**config.mk**
```make
export PLATFORM = sky130hd
export DESIGN_NAME = speht_dist
export DESIGN_NICKNAME = d
export VERILOG_FILES = /design/src/speht_pkg.sv /design/src/speht_dist.sv
export SDC_FILE = /design/constraint.sdc
export NUM_CORES = 1
export LEC_CHECK = 0
export ABC_CLOCK_PERIOD_IN_PS = 9100
export BUFFER_PORTS_ARGS = -buffer_cell sky130_fd_sc_hd__buf_4
export CAP_MARGIN = 20
export CORE_MARGIN = 5
export CORE_UTILIZATION = 35
export DETAILED_ROUTE_END_ITERATION = 7
export GPL_TIMING_DRIVEN = 1
export PLACE_DENSITY = 0.48
export SLEW_MARGIN = 20
export SYNTH_ARGS = -nofsm -noshare
export SYNTH_HDL_FRONTEND = slang
export SYNTH_SLANG_ARGS = --single-unit
```
**constraint.sdc**
```tcl
create_clock -name clk -period 9.1 [get_ports clk]
set_input_delay 0.91 -clock clk [delete_from_list [all_inputs] [get_ports clk]]
set_output_delay 0.91 -clock clk [all_outputs]
set_load 0.01 [all_outputs]
```
**src/speht_pkg.sv**
```systemverilog
`timescale 1ns / 1ps
// ---------------------------------------------------------------------------
// speht_pkg
// Shared types and codes for the stroke point eraser hit test.
// ---------------------------------------------------------------------------
package speht_pkg;

  typedef logic [1:0]          mode_t;
  typedef logic [1:0]          status_t;
  typedef logic signed [15:0]  coord_t;
  typedef logic signed [17:0]  box_t;
  typedef logic [31:0]         point_t;   // y in 31..16, x in 15..0
  typedef logic [7:0]          radius_t;

  localparam int R2_W = 24;
  typedef logic [R2_W-1:0]     r2_t;

  localparam mode_t MODE_CLEAR  = 2'd0;
  localparam mode_t MODE_APPEND = 2'd1;
  localparam mode_t MODE_QUERY  = 2'd2;

  localparam status_t ST_ACCEPT = 2'd0;
  localparam status_t ST_FULL   = 2'd1;
  localparam status_t ST_QUERY  = 2'd2;

  localparam radius_t RADIUS_RESET = 8'd10;

  typedef struct packed {
    logic busy;
    logic valid;
    logic hit;
  } dist_stat_t;

endpackage

```
**src/speht_dist.sv**
```systemverilog
`timescale 1ns / 1ps
// ---------------------------------------------------------------------------
// speht_dist
// Squared distance pipeline: difference, square, sum and compare.
// ---------------------------------------------------------------------------
module speht_dist (
  input  logic                  clk,
  input  logic                  rst,
  input  logic                  pt_valid,
  input  speht_pkg::point_t     pt,
  input  speht_pkg::coord_t     qx,
  input  speht_pkg::coord_t     qy,
  input  speht_pkg::r2_t        r2,
  output speht_pkg::dist_stat_t stat
);
  import speht_pkg::*;

  logic               v2;
  logic               v3;
  logic signed [16:0] dx;
  logic signed [16:0] dy;
  logic [32:0]        sx;
  logic [32:0]        sy;
  logic signed [33:0] px2;
  logic signed [33:0] py2;
  logic [33:0]        d2;

  assign px2 = 34'(dx) * 34'(dx);
  assign py2 = 34'(dy) * 34'(dy);
  assign d2  = {1'b0, sx} + {1'b0, sy};

  always_ff @(posedge clk) begin
    dx <= {qx[15], qx} - {pt[15], pt[15:0]};
    dy <= {qy[15], qy} - {pt[31], pt[31:16]};
    sx <= px2[32:0];
    sy <= py2[32:0];
  end

  always_ff @(posedge clk) begin
    if (rst) begin
      v2 <= 1'b0;
      v3 <= 1'b0;
    end else begin
      v2 <= pt_valid;
      v3 <= v2;
    end
  end

  always_comb begin
    stat.busy  = pt_valid | v2 | v3;
    stat.valid = v3;
    stat.hit   = d2 < {{(34-R2_W){1'b0}}, r2};
  end

endmodule
```
==> results.toml <==
[run_status]
status = "finished clean"

[floorplanning]
die_y_um = 277
initial_utilization_pct = 35.4
fp.coreArea_um2 = 70300
num_rows = 97
ios = 94
dieWidth_um = 277
die-area_um2 = 76500

[finish]
fillCellCount = 7158
fin_util_pct = 38.2
n_antenna_cell = 0
fin_nets = 3647
layout_commonest_cell = "inv_1"
syn_to_final_growth_pct = 8.09
layout_common_cells = "inv_1 (762), fa_1 (524), ha_1 (263)"
drive_above_1_share_pct = 5.05

[synth]
ys_ff_latch = 100
ys.flop_type = "dfxtp_1"
synth_edf_count = 0
synthCells = 2714
synth.distinct_cells = 69
synthArstFlopShare_pct = 0
syn-cell-area_um2 = 24900
syn_nets = 3592
yosysWarnings = 0
syn_avg_cell_area_um2 = 9.16
yosysSeqAreaShare_pct = 8.05

[critical_path]
cp-start-kind = "flop"
crit_fanout = 12
cp_top_family = "adder cells"
cp_cell_sequence = "inv_1, nor2_1, ha_1, xor2_1, fa_1, fa_1, inv_1, fa_1, fa_1, inv_1, fa_1, inv_1, ha_1, a21o_1, a21o_1, a2111oi_0, o311ai_0, nand3_1, a31o_2, o21ai_0, a21oi_1, xnor2_1"
arrival_ns = 7.40
crit_path_max_incr_delay_ns = 0.70
required_ns = 9.42
r2r_start = "dy[14]"
crit_path_start = "dy[14]"
rrSetupSlack_ns = 2.02
critical-path-slowest-cell = "dfxtp_1"
path_buf_inv = 4
crit_path_end_kind = "flop"
cpMostUsedCell = "fa_1"
critPathKind = "reg2reg"

[placed_design]
place_congestion = 0.860
hpwlAfterDp_mm = 47.4
io_buffers = 93

[clocking]
post_cts_resized = 0
clkSinkCount = 100
cts_root_buffer = "clkbuf_16"
hold_buffers = 0
cts_max_level = 3
cts_tree = "yes"
insertion_delay_ns = 0.41
post_cts_buffers = 0
cts_buffers = 9
clockBufferDepth = 2
cts.reportedPaths.clkPinSlew_ns = 0.09

[grt]
grt_pass1_vias = 19300
grt_overflow = 0
grt_start_max_net_pins = 33
antenna_found_initial = 0
grt_usage_pct = 15.0
grt_pass1_wl_mm = 94.0

[sta]
hold_violations = 0
setup_viol = 0
fin_crit_ns = 7.08
clock_skew_ns = 0.0220
rsz0062_at_grt = "false"
tightest_slew_ns = 0.921
maxSlewViolCount = 0
fin_crit_sh_pct = 77.8
tns_ns = 0
fmax_mhz = 141
slew_headroom_pct = 38.5

[routing]
topRoutingLayerUsed = "met4"
drc = 0
route.met3.wl_mm = 1.86
wl_met2_mm = 27.7
drt_iter0_drc = 703
drtAntennaViolNets = 0
wl_met1_mm = 23.8
wirelength_mm = 54.4
wl_per_cell_um = 14.7
avgViaCountPerCell = 4.66
vias = 17300
dr.pass1.iters = 5

[worst_hold_path]
hold_path_class = "reg2reg"
hold_start = "v2"

[flow_run]
cap_violations = 0
## worst paths after layout
| check | to | cells after the start |
|---|---|---|
| setup / recovery | sy[31] | 22 |
| hold / removal | v3 | 1 |
| setup reg to reg | sy[31] | 22 |
| hold reg to reg | v3 | 1 |
## through the flow
step	std cells	hold WS [ns]	setup WS (ns)	area [um^2]
final	3714	0.463	2.02	26900
after global routing	3714	0.481	1.46	26900
after CTS	3714	0.466	1.94	26900
after detailed placement	3698	0.453	2.01	26600
after global placement	3698	0.446	2.22	26600
after floorplan	2714	0.412	2.96	24900
## cell usage after synthesis, drive strengths merged, types with 3 or more instances
library cell | count | area share, %
o211a | 3 | 0.12
o211ai | 15 | 0.45
nor2b | 40 | 1.0
nor4 | 3 | 0.075
ha | 263 | 13
nand3 | 29 | 0.58
nor3 | 30 | 0.62
nand3b | 3 | 0.091
a211oi | 7 | 0.23
fa | 524 | 42
a31o | 9 | 0.32
o31ai | 4 | 0.18
nand4 | 3 | 0.075
a21boi | 6 | 0.18
clkbuf | 50 | 0.75
a21oi | 87 | 1.8
inv | 762 | 12
o21bai | 9 | 0.27
a311o | 4 | 0.16
o21a | 16 | 0.48
a21o | 35 | 1.1
o21ai | 54 | 1.1
o2111ai | 3 | 0.16
xor2 | 33 | 1.2
buf | 3 | 0.091
nand2b | 20 | 0.50
a31oi | 6 | 0.15
or3 | 9 | 0.23
o311ai | 4 | 0.14
or2 | 7 | 0.19
nor2 | 104 | 1.6
and3 | 13 | 0.33
and2 | 116 | 2.9
a221o | 3 | 0.12
xnor2 | 104 | 3.7
dfxtp | 100 | 8.1
a211o | 3 | 0.11
nand2 | 198 | 3.0
mux2i | 4 | 0.16
a2111oi | 5 | 0.18
## routing by layer
metal | vias to the layer above | track usage, %
li1 | 8266 | -
met5 | - | 0
met4 | 0 | 3.68
met3 | 54 | 2.08
met2 | 236 | 26.4
met1 | 8745 | 19.4
## layout make-up
class / instances / area, um^2 / area share [%]
multi-input cells: 1799 / 19800 / 73.6
inverters: 762 / 2860 / 10.6
flip-flops and latches: 100 / 2000 / 7.45
well taps: 940 / 1180 / 4.38
repair buffers: 97 / 728 / 2.71
clock buffers: 9 / 225 / 0.838
clock inverters: 7 / 91.3 / 0.340
## registers in the layout, indices dropped and copies added, names as in the netlist
signal  count
v2          1
sy         32
dx         17
sx         32
v3          1
dy         17
## cell families after synthesis
group | Yosys count | share of synthesized area, %
AO/OA/AOI/OAI | 287 | 7.69
adder cells (fa/ha/maj) | 787 | 55.4
flip-flops | 100 | 8.05
buffers and inverters | 815 | 12.3
XOR/XNOR | 137 | 4.83
multiplexers | 6 | 0.252
AND/OR/NAND/NOR | 582 | 11.4
## worst reg2reg max path, cell delays in order, from the launching register on
cell,delay [ns]
dfxtp_1,0.70
inv_1,0.36
nor2_1,0.25
ha_1,0.29
xor2_1,0.19
fa_1,0.47
fa_1,0.55
inv_1,0.06
fa_1,0.45
fa_1,0.51
inv_1,0.05
fa_1,0.47
inv_1,0.04
ha_1,0.34
a21o_1,0.20
a21o_1,0.18
a2111oi_0,0.57
o311ai_0,0.46
nand3_1,0.23
a31o_2,0.22
o21ai_0,0.09
a21oi_1,0.19
xnor2_1,0.14
Power is left out: the tool's default activity adds up to more than one toggle a clock period on the data nets, which glitch-free logic cannot reach.
